[config.mk]
export PLATFORM = sky130hd
export DESIGN_NAME = three_digit_segment_display_scanner
export DESIGN_NICKNAME = d
export VERILOG_FILES = /design/src/rtl/tdss_pkg.sv /design/src/rtl/tdss_split.sv /design/src/rtl/tdss_scan.sv /design/src/rtl/three_digit_segment_display_scanner.sv
export SDC_FILE = /design/constraint.sdc
export NUM_CORES = 1
export LEC_CHECK = 0
export BUFFER_PORTS_ARGS = -buffer_cell sky130_fd_sc_hd__buf_2
export CAP_MARGIN = 40
export CORE_ASPECT_RATIO = 0.6
export CORE_MARGIN = 2
export CORE_UTILIZATION = 50
export DETAILED_ROUTE_END_ITERATION = 7
export PLACE_DENSITY = 0.7
export REMOVE_ABC_BUFFERS = 1
export SYNTH_ARGS = -nofsm -noshare
export SYNTH_HDL_FRONTEND = slang
export SYNTH_SLANG_ARGS = --single-unit
[constraint.sdc]
create_clock -name clk -period 15.4 [get_ports clk]
set_input_delay 1.54 -clock clk [delete_from_list [all_inputs] [get_ports clk]]
set_output_delay 1.54 -clock clk [all_outputs]
set_load 0.1 [all_outputs]
[src/rtl/tdss_pkg.sv]
// ----------------------------------------------------------------------------
// tdss_pkg
// Shared types, codes and the segment table of the three-digit display scanner.
// ----------------------------------------------------------------------------
package tdss_pkg;

  localparam int CaptureWidthDefault = 16;
  localparam int DwellWidth          = 16;
  localparam int ResidWidth          = 15;

  localparam logic REQ_TICK    = 1'b0;
  localparam logic REQ_CAPTURE = 1'b1;

  localparam logic REG_TICKS_PER_DIGIT = 1'b0;

  localparam logic [3:0] DIGIT_BLANK = 4'd10;

  localparam logic [2:0] EN_HUNDREDS = 3'b001;
  localparam logic [2:0] EN_TENS     = 3'b010;
  localparam logic [2:0] EN_ONES     = 3'b100;
  localparam logic [2:0] EN_NONE     = 3'b000;

  localparam logic [7:0] SEG_BLANK = 8'hFF;

  typedef enum logic [1:0] {
    SEL_HUNDREDS = 2'd0,
    SEL_TENS     = 2'd1,
    SEL_ONES     = 2'd2
  } digit_sel_t;

  // resid is congruent to the captured value modulo 100
  typedef struct packed {
    logic                  req_type;
    logic [3:0]            hundreds;
    logic [ResidWidth-1:0] resid;
  } split_t;

  function automatic logic [7:0] seg_of(input logic [3:0] d);
    logic [7:0] s;
    case (d)
      4'd0:    s = 8'h40;
      4'd1:    s = 8'h79;
      4'd2:    s = 8'hA4;
      4'd3:    s = 8'h30;
      4'd4:    s = 8'h19;
      4'd5:    s = 8'h12;
      4'd6:    s = 8'h02;
      4'd7:    s = 8'h78;
      4'd8:    s = 8'h00;
      4'd9:    s = 8'h18;
      default: s = SEG_BLANK;
    endcase
    return s;
  endfunction

endpackage

[src/rtl/tdss_split.sv]
// ----------------------------------------------------------------------------
// tdss_split
// Second pipeline stage: hundreds digit and a 15-bit residue mod 100 of the
// captured value.
// ----------------------------------------------------------------------------
module tdss_split #(
  parameter int CAPTURE_WIDTH = tdss_pkg::CaptureWidthDefault
) (
  input  logic                     clk,
  input  logic                     rst,
  input  logic                     in_valid,
  input  logic                     in_req_type,
  input  logic [CAPTURE_WIDTH-1:0] in_value,
  input  logic                     out_free,
  output logic                     in_free,
  output logic                     out_valid,
  output tdss_pkg::split_t         out_data
);
  import tdss_pkg::*;

  logic [31:0]           v32;
  logic [15:0]           h_prod;
  logic [ResidWidth-1:0] resid;
  split_t                data_next;

  // bytes weighted by 256^i mod 100 = 1, 56, 36, 16
  always_comb begin
    v32    = 32'(in_value);
    resid  = ResidWidth'(v32[7:0])
           + ResidWidth'({v32[15:8], 5'b0}) + ResidWidth'({v32[15:8], 4'b0})
           + ResidWidth'({v32[15:8], 3'b0})
           + ResidWidth'({v32[23:16], 5'b0}) + ResidWidth'({v32[23:16], 2'b0})
           + ResidWidth'({v32[31:24], 4'b0});
    // v / 100 == (v * 41) >> 12 for v below 1000
    h_prod = 16'({v32[9:0], 5'b0}) + 16'({v32[9:0], 3'b0}) + 16'(v32[9:0]);
    data_next.req_type = in_req_type;
    data_next.hundreds = (v32 >= 32'd1000) ? DIGIT_BLANK : h_prod[15:12];
    data_next.resid    = resid;
  end

  assign in_free = !out_valid || out_free;

  always_ff @(posedge clk) begin
    if (rst) begin
      out_valid <= 1'b0;
    end else if (in_free) begin
      out_valid <= in_valid;
    end
  end

  always_ff @(posedge clk) begin
    if (in_free && in_valid) begin
      out_data <= data_next;
    end
  end

endmodule

[src/rtl/tdss_scan.sv]
// ----------------------------------------------------------------------------
// tdss_scan
// Digit store, scan timer and result register.
// ----------------------------------------------------------------------------
module tdss_scan (
  input  logic                            clk,
  input  logic                            rst,
  input  logic                            in_valid,
  input  tdss_pkg::split_t                in_data,
  input  logic [tdss_pkg::DwellWidth-1:0] ticks_per_digit,
  input  logic                            res_stall,
  output logic                            in_free,
  output logic                            res_valid,
  output logic [7:0]                      segment_pattern,
  output logic [2:0]                      digit_enable
);
  import tdss_pkg::*;

  logic [3:0]            hundreds_digit, tens_digit, ones_digit;
  logic [3:0]            hundreds_digit_next, tens_digit_next, ones_digit_next;
  digit_sel_t            active_digit, active_digit_next;
  logic [DwellWidth-1:0] dwell_count, dwell_count_next;

  logic [27:0]           q_prod;
  logic [8:0]            q;
  logic [ResidWidth-1:0] q_times_100;
  logic [6:0]            rem;
  logic [3:0]            rem_tens, rem_ones;
  logic [DwellWidth-1:0] limit;
  logic [DwellWidth:0]   dwell_inc;
  logic [3:0]            shown;
  logic [2:0]            enable_next;
  logic                  load;

  assign in_free = !res_valid || !res_stall;
  assign load    = in_valid && in_free;

  always_comb begin
    // resid / 100 == (resid * 5243) >> 19 over the residue range
    q_prod      = 28'(in_data.resid) * 28'd5243;
    q           = q_prod[27:19];
    q_times_100 = ResidWidth'({q, 6'b0}) + ResidWidth'({q, 5'b0})
                + ResidWidth'({q, 2'b0});
    rem         = 7'(in_data.resid - q_times_100);
    rem_tens    = 4'd0;
    for (int k = 1; k < 10; k++) begin
      if (rem >= 7'(10 * k)) rem_tens = 4'(k);
    end
    rem_ones = 4'(rem - 7'({rem_tens, 3'b0}) - 7'({rem_tens, 1'b0}));

    hundreds_digit_next = hundreds_digit;
    tens_digit_next     = tens_digit;
    ones_digit_next     = ones_digit;
    active_digit_next   = active_digit;
    dwell_count_next    = dwell_count;
    limit               = (ticks_per_digit == '0) ? DwellWidth'(1) : ticks_per_digit;
    dwell_inc           = {1'b0, dwell_count} + (DwellWidth + 1)'(1);

    if (in_data.req_type == REQ_CAPTURE) begin
      hundreds_digit_next = in_data.hundreds;
      tens_digit_next     = rem_tens;
      ones_digit_next     = rem_ones;
    end else if (dwell_inc >= {1'b0, limit}) begin
      dwell_count_next = '0;
      unique case (active_digit)
        SEL_HUNDREDS: active_digit_next = SEL_TENS;
        SEL_TENS:     active_digit_next = SEL_ONES;
        default:      active_digit_next = SEL_HUNDREDS;
      endcase
    end else begin
      dwell_count_next = dwell_inc[DwellWidth-1:0];
    end

    unique case (active_digit_next)
      SEL_HUNDREDS: begin shown = hundreds_digit_next; enable_next = EN_HUNDREDS; end
      SEL_TENS:     begin shown = tens_digit_next;     enable_next = EN_TENS;     end
      SEL_ONES:     begin shown = ones_digit_next;     enable_next = EN_ONES;     end
      default:      begin shown = DIGIT_BLANK;         enable_next = EN_NONE;     end
    endcase
  end

  always_ff @(posedge clk) begin
    if (rst) begin
      hundreds_digit <= DIGIT_BLANK;
      tens_digit     <= DIGIT_BLANK;
      ones_digit     <= DIGIT_BLANK;
      active_digit   <= SEL_HUNDREDS;
      dwell_count    <= '0;
      res_valid      <= 1'b0;
    end else if (load) begin
      hundreds_digit <= hundreds_digit_next;
      tens_digit     <= tens_digit_next;
      ones_digit     <= ones_digit_next;
      active_digit   <= active_digit_next;
      dwell_count    <= dwell_count_next;
      res_valid      <= 1'b1;
    end else if (!res_stall) begin
      res_valid <= 1'b0;
    end
  end

  always_ff @(posedge clk) begin
    if (load) begin
      segment_pattern <= seg_of(shown);
      digit_enable    <= enable_next;
    end
  end

  a_enable_onehot: assert property (@(posedge clk) disable iff (rst)
    res_valid |-> $onehot(digit_enable))
    else $error("digit enable not one-hot on a valid result");

  a_capture_keeps_scan: assert property (@(posedge clk) disable iff (rst)
    (load && in_data.req_type == REQ_CAPTURE) |=> $stable(active_digit) && $stable(dwell_count))
    else $error("capture changed the scan position");

  a_step_clears_dwell: assert property (@(posedge clk) disable iff (rst)
    (load && in_data.req_type == REQ_TICK && active_digit_next != active_digit)
      |=> dwell_count == '0)
    else $error("scan step left dwell count nonzero");

  a_digits_in_range: assert property (@(posedge clk) disable iff (rst)
    tens_digit <= DIGIT_BLANK && ones_digit <= DIGIT_BLANK && hundreds_digit <= DIGIT_BLANK)
    else $error("stored digit out of range");

  a_stall_holds_result: assert property (@(posedge clk) disable iff (rst)
    (res_valid && res_stall) |=> res_valid && $stable(segment_pattern))
    else $error("stalled result changed");

endmodule

[src/rtl/three_digit_segment_display_scanner.sv]
// ----------------------------------------------------------------------------
// three_digit_segment_display_scanner
// Three-digit multiplexed seven-segment scanner with captured-value display.
// ----------------------------------------------------------------------------
// Request channel (req_valid / req_stall): each transfer is either a time tick
// (req_type 0) or a new captured value (req_type 1, capture_value). A capture
// splits the value into hundreds, tens and ones; hundreds above 9 shows blank.
// Ticks scan hundreds, tens, ones, each lit for ticks_per_digit ticks.
// Result channel (res_valid / res_stall): one transfer per request, carrying
// the active-low segment_pattern and the one-hot digit_enable of the digit
// being scanned after that request.
// One request per cycle is sustained while res_stall is low, through a
// three-register pipeline (input register, digit-split register, result
// register). When res_stall is high the pipeline fills and bubbles collapse;
// req_stall rises once all three registers hold items.
// Reset: digits blank, scan on hundreds, dwell count zero, ticks_per_digit 1.
// APB: ticks_per_digit at byte address 0. The user must write it only while
// idle; the block itself does not enforce this.
// ----------------------------------------------------------------------------
module three_digit_segment_display_scanner #(
  parameter int CAPTURE_WIDTH = tdss_pkg::CaptureWidthDefault
) (
  input  logic                     clk,
  input  logic                     rst,
  input  logic                     req_valid,
  output logic                     req_stall,
  input  logic                     req_type,
  input  logic [CAPTURE_WIDTH-1:0] capture_value,
  output logic                     res_valid,
  input  logic                     res_stall,
  output logic [7:0]               segment_pattern,
  output logic [2:0]               digit_enable,
  input  logic                     psel,
  input  logic                     penable,
  input  logic                     pwrite,
  input  logic [2:0]               paddr,
  input  logic [31:0]              pwdata,
  output logic [31:0]              prdata,
  output logic                     pready
);
  import tdss_pkg::*;

  logic                     s1_valid;
  logic                     s1_req_type;
  logic [CAPTURE_WIDTH-1:0] s1_value;
  logic                     s1_free;
  logic                     s2_free;
  logic                     s2_valid;
  logic                     scan_free;
  split_t                   s2_data;
  logic [DwellWidth-1:0]    ticks_per_digit;
  logic                     cfg_write;

  assign pready    = 1'b1;
  assign cfg_write = psel && penable && pwrite && pready;
  assign prdata    = (paddr[2] == REG_TICKS_PER_DIGIT) ? 32'(ticks_per_digit) : '0;

  always_ff @(posedge clk) begin
    if (rst) begin
      ticks_per_digit <= DwellWidth'(1);
    end else if (cfg_write && paddr[2] == REG_TICKS_PER_DIGIT) begin
      ticks_per_digit <= pwdata[DwellWidth-1:0];
    end
  end

  assign s1_free   = !s1_valid || s2_free;
  assign req_stall = !s1_free;

  always_ff @(posedge clk) begin
    if (rst) begin
      s1_valid <= 1'b0;
    end else if (s1_free) begin
      s1_valid <= req_valid;
    end
  end

  always_ff @(posedge clk) begin
    if (s1_free && req_valid) begin
      s1_req_type <= req_type;
      s1_value    <= capture_value;
    end
  end

  tdss_split #(
    .CAPTURE_WIDTH(CAPTURE_WIDTH)
  ) u_split (
    .clk        (clk),
    .rst        (rst),
    .in_valid   (s1_valid),
    .in_req_type(s1_req_type),
    .in_value   (s1_value),
    .out_free   (scan_free),
    .in_free    (s2_free),
    .out_valid  (s2_valid),
    .out_data   (s2_data)
  );

  tdss_scan u_scan (
    .clk            (clk),
    .rst            (rst),
    .in_valid       (s2_valid),
    .in_data        (s2_data),
    .ticks_per_digit(ticks_per_digit),
    .res_stall      (res_stall),
    .in_free        (scan_free),
    .res_valid      (res_valid),
    .segment_pattern(segment_pattern),
    .digit_enable   (digit_enable)
  );

endmodule

Word-level counts from Yosys, hierarchy flattened:

Memory sizes are Yosys's and may differ from the RTL's. A register that Yosys moved wholly into a read port is not among the register bits.
Cells that the tools add are included.
W data, S select, Z words.

* bitwise logic cells: 2
* multiplexer cells: 22
* add/sub/neg operators: 11
* multiply operators: 1
* reduce and logical (&&, ||, !) cells: 18
* equal/unequal tests: 4
* order comparisons: 11

Operators by type and width (count)
* $mux W16: 3
* $mux W4: 11
* $mul A15 B13 Y24 const B: 1
* $ge A7 B6 Y1 const B: 3
* $ge A7 B7 Y1 const B: 3
* $add A16 B1 Y17 const B: 1
* $ge A17 B16 Y1: 1
* $add A15 B13 Y16: 1
* $add A16 B10 Y16: 1
* $ge A16 B10 Y1 const B: 1
* $logic_not A16 Y1: 1
* $add A15 B11 Y15: 1
* $add A15 B12 Y15: 1
* $add A7 B7 Y7: 2
* $add A8 B13 Y14: 1
* $ge A7 B5 Y1 const B: 2
* $pmux W4 S3: 1
* $pmux W3 S3: 1
* $sub A4 B4 Y4: 2
* $ge A7 B4 Y1 const B: 1
* $sub A7 B7 Y7: 1
* $logic_and A1 B1 Y1: 6
* $logic_not A1 Y1: 5
* $eq A2 B1 Y1 const B: 2
* other kinds (9): 16

* logic and storage cells: 85
* bits in read-only memories: 128
* memories kept: 1
* input bits: 59
* register bits after elaboration: 89
* output and inout port bits: 46

Memory list
* (no name shown): words 16, bits a word 8, read ports 1, clocked after Yosys merged registers in 1, write ports 0, RTL line tdss_pkg.sv:40 `case (d)`

Longest topological paths before layout:

* depth after elaboration: 18
* mapped depth: 41
* mapped depth without buffers: 41

By module:

A second synthesis with hierarchy kept.

* cells, all modules: 1073
* area, all modules: 10218.6 um^2

By module, submodules not included
* tdss_scan: area an instance 6805.3 um^2, times used 1, sequential area each 920.9 um^2, cells each 788
* tdss_split: area an instance 1878.1 um^2, times used 1, sequential area each 620.6 um^2, cells each 158
* three_digit_segment_display_scanner: area an instance 1535.2 um^2, times used 1, sequential area each 850.8 um^2, cells each 127

Worst setup path before layout:

OpenSTA, ideal clock, no wires.

* path type: reg-to-reg
* start point: register u_split.out_data[8] (netlist name)
* end point: register u_scan.segment_pattern[4], data pin
* arrival time: 8.199 ns
* period minus slack after synthesis: 8.459 ns
* buffers on the path: 0
* library setup time: 0.260 ns
* data required time: 15.140 ns
* slack: 6.941 ns
* cell stages (with the launch flop): 39
* cells stage by stage: edfxtp_1 -> ha_1 -> fa_1 -> fa_1 -> ha_1 -> inv_1 -> fa_1 -> inv_1 -> ha_1 -> a21o_1 -> a21oi_2 -> nand2b_1 -> o311ai_1 -> a21oi_1 -> a21o_1 -> a21o_1 -> a21oi_1 -> xnor2_1 -> [... 3 more ...] -> ha_1 -> nor2b_1 -> nor2_1 -> xnor2_1 -> xnor2_1 -> xnor3_2 -> mux2i_1 -> inv_1 -> ha_1 -> xor2_1 -> nor2_1 -> a21oi_1 -> a2111oi_0 -> a21oi_1 -> o311ai_2 -> inv_1 -> mux2i_1 -> mux2_4

* word-level cells in the longest chain between the ends: 18
* elaborated cells on any way between the ends: 27
* classes of those cells: add/sub: 5; mul: 1; order compare: 9; mux: 12

RTL lines
* start, declared: RTL line tdss_split.sv:17 `output tdss_pkg::split_t out_data`
* start signal, assigned: RTL line tdss_split.sv:53 `out_data <= data_next;`
* $mul A15 B13 Y24 *: RTL line tdss_scan.sv:40 `q_prod = 28'(in_data.resid) * 28'd5243;`
* $add A7 B7 Y7: RTL line tdss_scan.sv:42 `q_times_100 = ResidWidth'({q, 6'b0}) + ResidWidth'({q, 5'b0})`
* $add A7 B7 Y7 *: RTL line tdss_scan.sv:43 `+ ResidWidth'({q, 2'b0});`
* $sub A7 B7 Y7 *: RTL line tdss_scan.sv:44 `rem = 7'(in_data.resid - q_times_100);`
* $ge A7 B4 Y1: RTL line tdss_scan.sv:47 `if (rem >= 7'(10 * k)) rem_tens = 4'(k);`
* $mux W1: RTL line tdss_scan.sv:47
* $mux W4 (8 in series): RTL line tdss_scan.sv:47
* $sub A4 B4 Y4 (2 in series): RTL line tdss_scan.sv:49 `rem_ones = 4'(rem - 7'({rem_tens, 3'b0}) - 7'({rem_tens, 1'b0}));`
* $mux W4: RTL line tdss_scan.sv:59 `if (in_data.req_type == REQ_CAPTURE) begin`
* $pmux W4 S3 *: RTL line tdss_scan.sv:74 `unique case (active_digit_next)`
* end, declared: RTL line tdss_scan.sv:14 `output logic [7:0] segment_pattern,`

Mark *: on every way between the ends. The rest lies on a longest branch, timed or not.
A chain may end at the register's enable or synchronous reset.

Worst setup path in the final report:

* start point: register u_split.out_data[10] (netlist name)
* end point: register u_scan.segment_pattern[4], data pin

Same word-level chain as after synthesis.

==> results.ini <==
[critical_path]
critPathKind = reg -> reg
required_ns = 15.50
path_buf_inv = 7
crit_slowest_cell = edfxtp_1
path_common_cell = inv_1
path_max_fanout = 13
endpoint_kind = flip-flop
arrival_ns = 9.42
slowest_delay_ns = 0.57
worst_setup_path_start_kind = flip-flop
crit_family = adder cells

[final_layout]
diodes = 0
final.fill_count = 1783
synthToLayoutAreaGrowth_pct = 8.60
final_cell_mix = inv_1 (190), ha_1 (146), fa_1 (82)
final_layout_size_suffix_gt1_frac = 0.0980
final_common_cell = inv_1
final_nets = 1394

[clock_tree]
clk_pin_slew_ns = 0.08
cts_hold_buf = 0
cts_buffer_depth = 2
cts_htree_levels = 3
cts_tree = yes
postCtsResizedCells = 0
numCtsBuffers = 9
cts_root_buffer = clkbuf_16
clock_latency_ns = 0.36
clock-sinks = 96
post_cts_buffers = 0

[timing]
fin_crit_sh = 0.605
tightestPinTransition_ns = 0.904
finalSetupViolCount = 0
finClkSkew_ns = 0.0108
hold_violations = 0
layout_min_cycle_time_ns = 9.32
rsz0062_at_grt = false
slew_viol_final = 0
fin_tns_setup_ns = 0
slew_headroom = 0.397
fmax_ghz = 0.107

[global_route]
grt_pass1_wl_mm = 33.6
antenna_found_initial = 0
grt_overflow_total = 0
grtUsageTotal = 0.204
grt_max_degree = 46
grt_pass1_vias = 6774

[routing]
vias = 7093
first_pass_iters = 8
vias_per_cell = 5.15
drt-initial-drc-count = 503
route.detailed.drc = 0
wl_per_cell_microns = 14.3
routed_wl_mm = 19.7
drtAntennaViolNets = 0

[die]
num_rows = 39
core_sq_um = 19100
dieHeight_microns = 113
start_util = 0.514
die-area_sq_um = 20800
die_w_microns = 185
pin_count = 105

[logic_synthesis]
synth_flop_cell = dfxtp_1
synthArstFlopShare = 0
yosys_warnings = 0
netlist_instances = 1052
synth_edf_count = 47
yosysSeqAreaShare = 0.244
syn_avg_cell_area_sq_um = 9.34
netlist_area_sq_um = 9820
ys_ff_latch = 96
ys_types = 74

[placement]
finalWeightedCongestion = 0.836
portBuffers = 69
hpwl_mm = 16.4

[run_status]
status = complete, no violations

[worst_hold_path]
hold_path_class = reg -> reg

[job]
cap_violations = 0

[cell type report]
class                      count  area (sq um)  share of cell area
tap                          266           333              0.0312
clock buffer                   9           225              0.0211
sequential                    96          2390               0.224
clock inverter                 7          88.8             0.00833
inverter                     190           713              0.0668
timing repair buffer          72           388              0.0364
multi-input combinational    738          6530               0.612
[sequential cells by signal, summed over array words and instances, names as in the netlist, 2 cells and up]
| signal | cells |
|---|---|
| u_scan.segment_pattern | 7 |
| u_scan.digit_enable | 3 |
| u_scan.active_digit | 2 |
| s1_value | 16 |
| ticks_per_digit | 16 |
| u_scan.ones_digit | 4 |
| u_scan.tens_digit | 4 |
| u_scan.dwell_count | 16 |
| u_scan.hundreds_digit | 4 |
| u_split.out_data | 20 |
[synth_stat cells, types with 3 or more instances]
cell type | count | share of area
nand4_1 | 7 | 0.0045
o21ai_0 | 27 | 0.014
and2_1 | 3 | 0.0019
edfxtp_1 | 47 | 0.14
dfxtp_1 | 49 | 0.10
xor2_1 | 18 | 0.016
a21oi_1 | 68 | 0.035
nand2_1 | 79 | 0.030
mux2_2 | 3 | 0.0034
nand3b_1 | 3 | 0.0023
nand2b_1 | 6 | 0.0038
nor4_1 | 6 | 0.0038
a2111oi_0 | 3 | 0.0027
a211o_1 | 5 | 0.0045
fa_1 | 82 | 0.17
o21bai_1 | 4 | 0.0031
and3_1 | 12 | 0.0076
nor2_1 | 81 | 0.031
o21a_1 | 5 | 0.0038
xnor2_1 | 29 | 0.026
a41o_1 | 3 | 0.0031
a21o_1 | 19 | 0.015
nand3_1 | 19 | 0.0097
inv_1 | 190 | 0.073
buf_4 | 18 | 0.014
ha_1 | 146 | 0.19
a211oi_1 | 3 | 0.0023
a22oi_1 | 4 | 0.0031
nor3_1 | 14 | 0.0071
mux2i_1 | 15 | 0.015
clkbuf_1 | 22 | 0.0084
nor2b_1 | 10 | 0.0064
[cell families after synthesis]
| family | Yosys count | share of synthesized area |
|---|---|---|
| buffers and inverters | 233 | 0.0979 |
| multiplexers | 21 | 0.0232 |
| XOR/XNOR | 49 | 0.0460 |
| other | 2 | 0.000764 |
| flip-flops | 96 | 0.244 |
| AND/OR/NAND/NOR | 249 | 0.116 |
| AO/OA/AOI/OAI | 172 | 0.118 |
| adder cells (fa/ha/maj) | 230 | 0.355 |
[worst paths after layout]
kind | from | end | slack [ns] | cells after the start
setup / recovery | u_split.out_data[10] | u_scan.segment_pattern[4] | 6.08 | 36
hold / removal | u_scan.hundreds_digit[0] | u_scan.hundreds_digit[0] | 0.46 | 2
setup reg to reg | u_split.out_data[10] | u_scan.segment_pattern[4] | 6.08 | 36
hold reg to reg | u_scan.hundreds_digit[0] | u_scan.hundreds_digit[0] | 0.46 | 2
[worst min-delay path: stages, from the launching register on]
cell     delay [ns]
dfxtp_1        0.31
nand2_1        0.05
a21oi_1        0.05
[metrics by stage]
stage | instance area (sq um) | cells | setup slack [ns] | utilization | hold slack (ns)
2_1_floorplan | 9630 | 1024 | 6.94 | - | 0.400
3_3_place_gp | 10300 | 1360 | 6.24 | 0.540 | 0.438
3_5_place_dp | 10400 | 1362 | 6.11 | 0.541 | 0.449
4_1_cts | 10700 | 1378 | 6.08 | 0.558 | 0.459
5_1_grt | 10700 | 1378 | 5.46 | 0.558 | 0.479
6_report | 10700 | 1378 | 6.08 | 0.558 | 0.457
[per-layer routing]
metal	global-route usage	vias to the layer above	part of all wire
li1	-	3583	-
met1	0.341	3330	0.56
met2	0.267	170	0.37
met3	0.0415	10	0.058
met4	0.0333	0	0.0063
met5	0	-	0
Power is not shown: default switching activity piles up to over one toggle a cycle in this logic, so the estimate is an artifact.
